$ cat src/hw/rtl/fsc_pkg.sv
// Shared constants, types and blend functions of the bilinear frame scaler
`default_nettype none
package fsc_pkg;

  localparam int SRC_W      = 640;
  localparam int SRC_H      = 480;
  localparam int BANK_COLS  = SRC_W / 2;
  localparam int BANK_DEPTH = (SRC_W / 2) * (SRC_H / 2);
  localparam int BANK_AW    = $clog2(BANK_DEPTH);
  localparam int NBANK      = 4;

  localparam int STEP_W  = 26;
  localparam int STEP_CW = $clog2(STEP_W + 1);
  localparam logic [STEP_W-1:0] STEP_DVD = STEP_W'(SRC_W) << 16;

  localparam logic [12:0] OUT_WIDTH_RST  = 13'd640;
  localparam logic [12:0] OUT_HEIGHT_RST = 13'd480;

  localparam logic CFG_OUT_WIDTH  = 1'b0;
  localparam logic CFG_OUT_HEIGHT = 1'b1;

  localparam logic OP_WRITE  = 1'b0;
  localparam logic OP_SAMPLE = 1'b1;

  localparam logic [7:0]  ALPHA    = 8'hFF;
  localparam logic [25:0] XCAP     = 26'((SRC_W - 1) << 16);
  localparam logic [24:0] YCAP     = 25'((SRC_H - 1) << 16);
  localparam logic [24:0] HALF_PIX = 25'd32768;
  localparam logic [9:0]  LAST_COL = 10'(SRC_W - 1);
  localparam logic [8:0]  LAST_ROW = 9'(SRC_H - 1);

  localparam int DIV_STEPS = 25;
  localparam int ST_DIV0   = 1;
  localparam int ST_ADDR   = ST_DIV0 + DIV_STEPS + 1;
  localparam int ST_READ   = ST_ADDR + 1;
  localparam int ST_HORZ   = ST_READ + 1;
  localparam int ST_OUT    = ST_HORZ + 1;
  localparam int NST       = ST_OUT + 1;

  typedef struct packed {
    logic                      op;
    logic [9:0]                wcol;
    logic [8:0]                wrow;
    logic [23:0]               wrgb;
    logic [11:0]               ox;
    logic [11:0]               oy;
    logic [9:0]                mlo;
    logic [12:0]               rem;
    logic [24:0]               q;
    logic                      ovf;
    logic [37:0]               prodx;
    logic [25:0]               fx;
    logic [NBANK*BANK_AW-1:0]  addr;
    logic                      wen;
    logic [1:0]                wbank;
    logic                      x0p;
    logic                      x1p;
    logic                      y0p;
    logic                      y1p;
    logic [7:0]                wx;
    logic [7:0]                wy;
    logic [23:0]               top;
    logic [23:0]               bot;
    logic [23:0]               pix;
  } pl_t;

  function automatic logic [7:0] lerp8(input logic [7:0] x, input logic [7:0] y,
                                       input logic [7:0] w);
    logic [16:0] acc;
    acc = 17'(x) * 17'(9'd256 - {1'b0, w}) + 17'(y) * 17'(w);
    return acc[15:8];
  endfunction

  function automatic logic [23:0] lerp24(input logic [23:0] a, input logic [23:0] b,
                                         input logic [7:0] w);
    return {lerp8(a[23:16], b[23:16], w), lerp8(a[15:8], b[15:8], w),
            lerp8(a[7:0], b[7:0], w)};
  endfunction

endpackage
`default_nettype wire

$ cat src/hw/rtl/fsc_step_div.sv
// Serial divider that derives the horizontal step from the output width
`default_nettype none
module fsc_step_div import fsc_pkg::*; (
  input  wire logic              clk,
  input  wire logic              rst_n,
  input  wire logic              start,
  input  wire logic [12:0]       divisor,
  output logic                   busy,
  output logic [STEP_W-1:0]      quotient
);

  logic               busy_r;
  logic [STEP_CW-1:0] cnt_r;
  logic [12:0]        dvs_r;
  logic [12:0]        rem_r;
  logic [STEP_W-1:0]  quo_r;
  logic [STEP_CW-1:0] idx;
  logic [13:0]        tr;
  logic               ge;

  always_comb begin
    idx = cnt_r - STEP_CW'(1);
    tr  = {rem_r, STEP_DVD[idx[$clog2(STEP_W)-1:0]]};
    ge  = tr >= {1'b0, dvs_r};
  end

  always_ff @(posedge clk) begin
    if (!rst_n) begin
      busy_r <= 1'b0;
      cnt_r  <= '0;
    end else if (start) begin
      busy_r <= 1'b1;
      cnt_r  <= STEP_CW'(STEP_W);
    end else if (busy_r) begin
      cnt_r <= idx;
      if (cnt_r == STEP_CW'(1)) begin
        busy_r <= 1'b0;
      end
    end
  end

  always_ff @(posedge clk) begin
    if (start) begin
      rem_r <= '0;
      quo_r <= '0;
      dvs_r <= (divisor == 13'd0) ? 13'd1 : divisor;
    end else if (busy_r) begin
      rem_r <= ge ? 13'(tr - {1'b0, dvs_r}) : tr[12:0];
      quo_r <= {quo_r[STEP_W-2:0], ge};
    end
  end

  assign busy     = busy_r;
  assign quotient = quo_r;

endmodule
`default_nettype wire

$ cat config.mk
export PLATFORM = sky130hd
export DESIGN_NAME = fsc_step_div
export DESIGN_NICKNAME = d
export VERILOG_FILES = /design/src/hw/rtl/fsc_pkg.sv /design/src/hw/rtl/fsc_step_div.sv
export SDC_FILE = /design/constraint.sdc
export NUM_CORES = 1
export LEC_CHECK = 0
export BUFFER_PORTS_ARGS = -buffer_cell sky130_fd_sc_hd__buf_2
export CAP_MARGIN = 5
export CELL_PAD_IN_SITES_DETAIL_PLACEMENT = 0
export CELL_PAD_IN_SITES_GLOBAL_PLACEMENT = 2
export CORE_MARGIN = 4
export CORE_UTILIZATION = 35
export DETAILED_ROUTE_END_ITERATION = 6
export PLACE_DENSITY = 0.81
export RECOVER_POWER = 50
export REMOVE_ABC_BUFFERS = 1
export SYNTH_ARGS = -nofsm -noshare
export SYNTH_HDL_FRONTEND = slang
export SYNTH_SLANG_ARGS = --single-unit
$ cat constraint.sdc
create_clock -name clk -period 4 [get_ports clk]
set_input_delay 0.6 -clock clk [delete_from_list [all_inputs] [get_ports clk]]
set_output_delay 0.6 -clock clk [all_outputs]
set_load 0.005 [all_outputs]
==> flow_metrics.env, run 1 <==
export IMPL_powerDensity_nw_per_um2=440
export IMPL_htreeDepth=3
export IMPL_p_leak_nw=1.41
export IMPL_hpwlAfterDp_um=4530
export IMPL_synth_warnings=0
export IMPL_io_buffers=42
export IMPL_ios=43
export IMPL_hold_viol_final=0
export IMPL_worstPathMaxFanout=7
export IMPL_grt_setup_unrepaired="no"
export IMPL_wirelength_um=6210
export IMPL_wl_per_cell_um=13.8
export IMPL_layout_commonest_cell="dfxtp_1"
export IMPL_cp_data_required_time_ns=4.26
export IMPL_grt_max_degree=39
export IMPL_vias=2279
export IMPL_antenna_found_initial=0
export IMPL_gp_congestion=0.790
export IMPL_insertion_delay_ns=0.34
export IMPL_drv_cap=0
export IMPL_coreArea_um2=8220
export IMPL_synth_area_top_cells="dfxtp_1, edfxtp_1, mux2i_1"
export IMPL_syn2layout_area_growth_pct=15.7
export IMPL_yosysUniqueCellTypes=53
export IMPL_status="finished, final reports clean"
export IMPL_finalSetupViolations=0
export IMPL_worst_pin_slew_ns=0.948
export IMPL_setup_tns_ns=0
export IMPL_crit_path_end_kind="flip-flop"
export IMPL_synth_largest_area_cell="dfxtp_1"
export IMPL_ys_seq_area_share_pct=43.5
export IMPL_syn_area_um2=2970
export IMPL_vias_per_cell=5.05
export IMPL_cts_root_buf="clkbuf_8"
export IMPL_ys_ff_latch=58
export IMPL_diodes=0
export IMPL_drc_errors=0
export IMPL_vdd_drop_max_mv=0.193
export IMPL_synth_top_area_share_pct=30.3
export IMPL_synth_edf_count=13
export IMPL_nets=374
export IMPL_num_rows=33
export IMPL_grt_pass1_wl_um=10900
export IMPL_cp_buffers_inverters=2
export IMPL_post_synth_cell_area_avg_um2=9.58
export IMPL_fmax_mhz=269
export IMPL_overflow=0
export IMPL_whs_ns=0.454
export IMPL_crit_family="compound AO/OA/AOI/OAI gates"
export IMPL_cp_data_arrival_time_ns=3.98
export IMPL_chipWidth_um=100
export IMPL_clockBufferDepth=2
export IMPL_drt_initial_drc_count=67
export IMPL_cpPeakStageDelay_ns=0.45
export IMPL_fin_crit_sh_pct=93.0
export IMPL_start_kind="flip-flop"
export IMPL_cts_sinks=58
export IMPL_drt_first_pass_iters=4
export IMPL_placedCellCount=435
export IMPL_fin_crit_ns=3.72
export IMPL_synth_flop_cell="dfxtp_1"
export IMPL_synth_cells=310
export IMPL_cts_tree="built"
export IMPL_final_cell_mix="dfxtp_1, nor2_1, mux2i_1, buf_2, clkbuf_1"
export IMPL_slew_headroom_pct=36.8
export IMPL_clk_pin_slew_ns=0.06
export IMPL_final_antenna_net_count=0
export IMPL_start_util_pct=36.1
export IMPL_async_flop_share_pct=0
export IMPL_hp_class="in2reg"
export IMPL_fin_skew_ns=0.00522
export IMPL_fp_dieH_um=100
export IMPL_drive_gt1_share_pct=16.5
export IMPL_grt_pass1_vias=2291
export IMPL_cts_setup_buffers=0
export IMPL_cts_made_buffers=9
export IMPL_path_class="reg2reg"
export IMPL_cp_slowest_cell="fa_1"
export IMPL_grt_use_total_pct=13.7
export IMPL_final_cells=451
export IMPL_slew_violations=0
export IMPL_worstPathCellList="inv_1 > ha_1 > ha_1 > nor4_1 > o21ai_0 > o311ai_1 > ha_1 > inv_1 > fa_1 > a211oi_4 > o211ai_2 > a21oi_2 > o21a_2 > mux2_2 > a211oi_2"
export IMPL_cpMostUsedCell="ha_1"
export IMPL_dieArea_um2=10000
==> metrics by stage <==
stage | total power (W) | utilization [%] | setup slack [ns] | area, µm²
detailed placement | 0.000949 | 39.4 | 0.206 | 3240
floorplan | 0.000874 | - | 0.548 | 2870
CTS | 0.00153 | 42.0 | 0.158 | 3450
global placement | 0.000950 | 39.4 | 0.301 | 3240
finish | 0.00151 | 41.8 | 0.279 | 3430
global route | 0.00161 | 41.8 | 0.00569 | 3430
==> Yosys cell counts, types with 3 or more instances <==
master / number
a21oi_1: 8
nand2b_1: 4
a211oi_1: 4
xor2_1: 8
nor3_1: 5
xnor2_1: 4
o211ai_1: 4
nand2_1: 17
edfxtp_1: 13
ha_1: 16
a21boi_0: 3
nand3_1: 6
o21a_1: 3
mux2i_1: 25
dfxtp_1: 45
a311oi_2: 6
inv_1: 20
a21o_1: 3
nor4_1: 5
clkbuf_1: 22
o21ai_0: 7
nor2_1: 42
==> final timing paths <==
path                          from                      to  slack, ns  cells after the start
max          cnt_r[0]$_SDFFE_PP0P_   rem_r[0]$_SDFFE_PP0P_       0.28                     15
min                     divisor[7]  dvs_r[7]$_SDFFCE_PN0P_       0.45                      1
max reg2reg  cnt_r[0]$_SDFFE_PP0P_   rem_r[0]$_SDFFE_PP0P_       0.28                     15
min reg2reg  rem_r[2]$_SDFFE_PP0P_   rem_r[2]$_SDFFE_PP0P_       0.50                      2
==> state kept, by name, summed over array words and instances (netlist names) <==
| name | flops |
|---|---|
| busy | 1 |
| cnt_r | 5 |
| quotient | 26 |
| rem_r | 13 |
| dvs_r | 13 |
==> cells by family after synthesis <==
family                   count (synthesis)  synth area share, %
AO/OA/AOI/OAI                           62                 16.8
XOR/XNOR                                12                 3.54
adder cells (fa/ha/maj)                 17                 7.42
buffers and inverters                   45                 5.86
flip-flops                              58                 43.5
multiplexers                            26                 8.81
AND/OR/NAND/NOR                         90                 14.1
==> metal layers <==
metal  part of all wire (%)  track usage, %  vias up  wire length [µm]
met5                      0               0        -                 0
met4                    1.7            4.97        0               107
met3                    5.6            4.93        9               350
met2                     45            20.9       40              2810
met1                     47            17.8     1070              2950
li1                       -               -     1160                 -
==> cell type report <==
class	instances	area (µm²)
multi-input combinational	207	1520
inverter	20	75.1
clock buffer	12	166
sequential	58	1290
tap	105	131
timing repair buffer	45	208
clock inverter	4	46.3
fill	831	4780
==> power by group <==
group / switching (W) / internal (W)
Clock: 0.000233 / 0.000341
Sequential: 0.0000251 / 0.000628
Combinational: 0.000164 / 0.000121
Total: 0.000421 / 0.00109
==> timing repair <==
item                       in CTS  in global routing
resized for setup               0                  3
hold buffers                    0                  0
setup endpoints to repair       0                 10
Note: power is estimated with default switching activity, not from simulation.
==> run 2, diff against run 1 <==
- clock period: 4 -> 3.8 ns (I/O delays scaled with it)
==> flow_metrics.env, run 2 (synthesis results as in run 1) <==
export IMPL_worstPathCellList="inv_1 > ha_1 > ha_1 > nor4_1 > o21ai_0 > o311ai_1 > ha_1 > inv_1 > fa_1 > a211oi_2 > o211ai_2 > a2111oi_0 > nor3_1 > xnor2_1 > o21ai_0"
export IMPL_place_area_um2=3260
export IMPL_start_util_pct=36.1
export IMPL_clk_pin_slew_ns=0.07
export IMPL_layout_commonest_cell="dfxtp_1"
export IMPL_clockBufferDepth=2
export IMPL_worst_pin_slew_ns=1.39
export IMPL_pre_cts_slack_ns=0.0539
export IMPL_drt_first_pass_iters=4
export IMPL_cpPeakStageDelay_ns=0.45
export IMPL_setup_tns_ns=0
export IMPL_cts_made_buffers=9
export IMPL_cts_setup_buffers=0
export IMPL_start_kind="flip-flop"
export IMPL_cts_root_buf="clkbuf_8"
export IMPL_postCtsHoldBufs=0
export IMPL_final_antenna_net_count=0
export IMPL_finalInstanceArea_um2=3460
export IMPL_fillers=852
export IMPL_crit_path_end_kind="flip-flop"
export IMPL_grt_pass1_wl_um=11100
export IMPL_chipWidth_um=100
export IMPL_grt_max_degree=40
export IMPL_status="finished, final reports clean"
export IMPL_ios=43
export IMPL_syn2layout_area_growth_pct=16.5
export IMPL_fin_skew_ns=0.00659
export IMPL_worstPathMaxFanout=6
export IMPL_grt_use_total_pct=14.0
export IMPL_drive_gt1_share_pct=16.6
export IMPL_coreArea_um2=8220
export IMPL_nets=377
export IMPL_slew_headroom_pct=6.92
export IMPL_slew_violations=0
export IMPL_cp_data_arrival_time_ns=3.73
export IMPL_wl_per_cell_um=14.2
export IMPL_overflow=0
export IMPL_insertion_delay_ns=0.34
export IMPL_vdd_drop_max_mv=0.193
export IMPL_antenna_found_initial=0
export IMPL_htreeDepth=3
export IMPL_num_rows=33
export IMPL_fin_crit_sh_pct=91.6
export IMPL_cts_tree="built"
export IMPL_hold_viol_final=0
export IMPL_hp_class="in2reg"
export IMPL_whs_ns=0.421
export IMPL_final_cell_mix="dfxtp_1, nor2_1, mux2i_1, clkbuf_1, buf_2"
export IMPL_worst_slack_ns=0.318
export IMPL_wirelength_um=6440
export IMPL_drc_errors=0
export IMPL_finalSetupViolations=0
export IMPL_grt_pass1_vias=2332
export IMPL_diodes=0
export IMPL_drt_initial_drc_count=61
export IMPL_largest_reg_flops=26
export IMPL_vias=2286
export IMPL_dieArea_um2=10000
export IMPL_gp_congestion=0.806
export IMPL_cts_sinks=58
export IMPL_io_buffers=42
export IMPL_powerDensity_nw_per_um2=462
export IMPL_cpMostUsedCell="ha_1"
export IMPL_drv_cap=0
export IMPL_path_class="reg2reg"
export IMPL_hpwlAfterDp_um=4730
export IMPL_p_leak_nw=1.42
export IMPL_vias_per_cell=5.04
export IMPL_fin_crit_ns=3.48
export IMPL_fp_dieH_um=100
export IMPL_fmax_mhz=287
export IMPL_cts_resized=0
export IMPL_grt_setup_unrepaired="no"
export IMPL_power_w=0.00160
export IMPL_cp_slowest_cell="a2111oi_0"
export IMPL_cp_data_required_time_ns=4.05
## run 2: changes by cell type in the layout (fill, tap and decap cells not counted), sizes merged
cell    change
buf         +3
clkinv      -2
inv         +1
bufinv      -1
clkbuf      +2
## run 2: path summary, 6_finish.rpt
| check | from | to | slack, ns | cells after the start |
|---|---|---|---|---|
| worst min-delay path | divisor[2] | dvs_r[2]$_SDFFCE_PN0P_ | 0.42 | 1 |
| worst max register to register | cnt_r[0]$_SDFFE_PP0P_ | rem_r[12]$_SDFFE_PP0P_ | 0.32 | 15 |
| worst max-delay path | cnt_r[0]$_SDFFE_PP0P_ | rem_r[12]$_SDFFE_PP0P_ | 0.32 | 15 |
| worst min register to register | quotient[25]$_SDFFE_PP0P_ | quotient[25]$_SDFFE_PP0P_ | 0.49 | 2 |
## run 2: where the power goes
part	total (W)	internal (W)	leakage (nW)	switching, W
combinational	0.000307	0.000133	0.810	0.000174
sequential	0.000689	0.000661	0.494	0.0000282
clock	0.000601	0.000353	0.114	0.000248
total	0.00160	0.00115	1.42	0.000450
## run 2: routing by layer
metal	share of wire (%)	track usage, %	vias to the layer above
met3	5.9	4.31	12
met4	1.3	5.60	0
met1	47	17.3	1066
met2	46	22.7	42
li1	-	-	1166
met5	0	0	-
## run 2: worst max-delay path, delay by kind of cell (launching register included)
kind | cells | cell delay, ns
buffers and inverters | 2 | 0.13
XOR/XNOR | 1 | 0.14
flip-flops | 1 | 0.42
AND/OR/NAND/NOR | 2 | 0.30
adder cells (fa/ha/maj) | 4 | 1.11
AO/OA/AOI/OAI | 6 | 1.30
## run 2: layout make-up
class                   instances  area [µm²]  share of cell area (%)
clock buffers                  14         205                    5.93
repair buffers                 48         229                    6.62
multi-input cells             207        1520                    43.8
well taps                     105         131                    3.80
flip-flops and latches         58        1290                    37.3
clock inverters                 2        12.5                   0.362
inverters                      20        75.1                    2.17
## run 2: stage by stage
stage / instances / util [%]
after floorplan: 285 / -
after global placement: 438 / 39.7
after detailed placement: 438 / 39.7
after CTS: 454 / 42.3
after global routing: 454 / 42.1
final: 454 / 42.1
==> run 3, diff against run 2 <==
==> constraint.sdc (replaced) <==
create_clock -name clk -period 3.8 [get_ports clk]
set_input_delay 0.57 -clock clk [delete_from_list [all_inputs] [get_ports clk]]
set_output_delay 0.57 -clock clk [all_outputs]
set_load 0.01 [all_outputs]
==> flow_metrics.env, run 3 (synthesis results as in run 1) <==
export IMPL_cts_sinks=58
export IMPL_grt_max_degree=40
export IMPL_diodes=0
export IMPL_power_frac_seq_pct=42.9
export IMPL_grt_setup_unrepaired="no"
export IMPL_htreeDepth=3
export IMPL_p_int_w=0.00115
export IMPL_fin_crit_sh_pct=92.8
export IMPL_layout_commonest_cell="dfxtp_1"
export IMPL_final_util_pct=42.0
export IMPL_hold_viol_final=0
export IMPL_fillers=850
export IMPL_gp_congestion=0.805
export IMPL_drv_cap=0
export IMPL_syn2layout_area_growth_pct=16.2
export IMPL_slew_violations=0
export IMPL_hpwlAfterDp_um=4690
export IMPL_cts_made_buffers=9
export IMPL_start_util_pct=36.1
export IMPL_drt_first_pass_iters=4
export IMPL_finalSetupViolations=0
export IMPL_final_antenna_net_count=0
export IMPL_nets=377
export IMPL_cp_data_required_time_ns=4.05
export IMPL_worst_pin_slew_ns=0.893
export IMPL_dieArea_um2=10000
export IMPL_cp_data_arrival_time_ns=3.78
export IMPL_switching_share_pct=28.2
export IMPL_drc_errors=0
export IMPL_insertion_delay_ns=0.34
export IMPL_cpPeakStageDelay_ns=0.43
export IMPL_fp_dieH_um=100
export IMPL_status="finished, final reports clean"
export IMPL_ios=43
export IMPL_path_class="reg2reg"
export IMPL_chipWidth_um=100
export IMPL_vias=2270
export IMPL_final_cell_mix="dfxtp_1, nor2_1, clkbuf_1, mux2i_1, inv_1"
export IMPL_cts_root_buf="clkbuf_8"
export IMPL_combPwrFrac_pct=19.7
export IMPL_largest_reg_flops=26
export IMPL_worstPathMaxFanout=6
export IMPL_wl_per_cell_um=14.1
export IMPL_cpMostUsedCell="ha_1"
export IMPL_r2r_cells=15
export IMPL_num_rows=33
export IMPL_worstPathCellList="inv_1 > ha_1 > ha_1 > nor4_1 > o21ai_0 > o311ai_1 > ha_1 > inv_1 > fa_1 > a211oi_2 > o211ai_2 > a21oi_4 > o21a_2 > mux2_2 > a211oi_2"
export IMPL_wl_met1_um=2960
export IMPL_fin_crit_ns=3.53
export IMPL_io_buffers=42
export IMPL_powerDensity_nw_per_um2=463
export IMPL_clk_pin_slew_ns=0.07
export IMPL_start_kind="flip-flop"
export IMPL_routed_wl_met3_um=372
export IMPL_p_leak_nw=1.37
export IMPL_fin_skew_ns=0.00999
export IMPL_fmax_mhz=283
export IMPL_hold_depth=1
export IMPL_cts_setup_buffers=0
export IMPL_setup_tns_ns=0
export IMPL_crit_path_end_kind="flip-flop"
export IMPL_place_area_um2=3260
export IMPL_overflow=0
export IMPL_met2_length_um=2950
export IMPL_whs_ns=0.419
export IMPL_cp_slowest_cell="dfxtp_1"
export IMPL_hp_class="in2reg"
export IMPL_coreArea_um2=8220
export IMPL_vias_per_cell=5.00
export IMPL_vdd_drop_max_mv=0.224
export IMPL_drive_gt1_share_pct=13.5
export IMPL_grt_use_total_pct=13.6
export IMPL_clockBufferDepth=2
export IMPL_drt_initial_drc_count=67
export IMPL_netSwitchingPower_w=0.000451
export IMPL_wirelength_um=6390
export IMPL_grt_pass1_vias=2322
export IMPL_slew_headroom_pct=40.5
export IMPL_pwr_share_clk_pct=37.4
export IMPL_cts_tree="built"
export IMPL_antenna_found_initial=0
export IMPL_top_layer="met4"
export IMPL_finalInstanceArea_um2=3450
export IMPL_grt_pass1_wl_um=10800
==> run 3: through the flow <==
| step | cells | power, W | setup slack (ns) |
|---|---|---|---|
| after floorplan | 285 | 0.000921 | 0.348 |
| after global placement | 438 | 0.00101 | 0.178 |
| after detailed placement | 438 | 0.00101 | 0.0352 |
| after CTS | 454 | 0.00162 | 0.0116 |
| after global routing | 454 | 0.00169 | 0.0213 |
| final | 454 | 0.00160 | 0.272 |
==> run 3: worst max-delay path: cells and delay by family, from the launching register on <==
family / cells / cell delay, ns
adder cells (fa/ha/maj): 4 / 1.09
AO/OA/AOI/OAI: 7 / 1.30
flip-flops: 1 / 0.43
AND/OR/NAND/NOR: 1 / 0.17
multiplexers: 1 / 0.34
buffers and inverters: 2 / 0.12
==> run 3: layout make-up <==
| type | instances | area, µm² | share of cell area [%] |
|---|---|---|---|
| clock buffers | 14 | 205 | 5.95 |
| clock inverters | 2 | 12.5 | 0.363 |
| inverters | 20 | 75.1 | 2.18 |
| multi-input cells | 207 | 1520 | 44.1 |
| flip-flops and latches | 58 | 1290 | 37.5 |
| well taps | 105 | 131 | 3.81 |
| repair buffers | 48 | 211 | 6.13 |
==> run 3: layer usage <==
metal / GRT usage [%] / vias up
met2: 21.7 / 46
met1: 16.9 / 1050
met5: 0 / -
met4: 5.60 / 0
li1: - / 1164
met3: 4.31 / 10
==> run 3: worst paths after layout <==
check	start	endpoint	slack, ns
setup / recovery	cnt_r[0]$_SDFFE_PP0P_	rem_r[0]$_SDFFE_PP0P_	0.27
hold / removal	divisor[2]	dvs_r[2]$_SDFFCE_PN0P_	0.42
setup reg to reg	cnt_r[0]$_SDFFE_PP0P_	rem_r[0]$_SDFFE_PP0P_	0.27
hold reg to reg	rem_r[2]$_SDFFE_PP0P_	rem_r[2]$_SDFFE_PP0P_	0.50
==> run 3: timing repair <==
item,CTS,global route
endpoints found under the setup margin,0,12
hold buffers,0,0
gates resized for setup,0,4
==> run 3: power by group through the flow <==
stage,sequential (W),combinational [W],clock [W]
after floorplan,0.000703,0.000218,0
after global placement,0.000699,0.000313,0
after detailed placement,0.000699,0.000311,0
after CTS,0.000686,0.000313,0.000622
after global routing,0.000689,0.000355,0.000648
final,0.000686,0.000315,0.000599
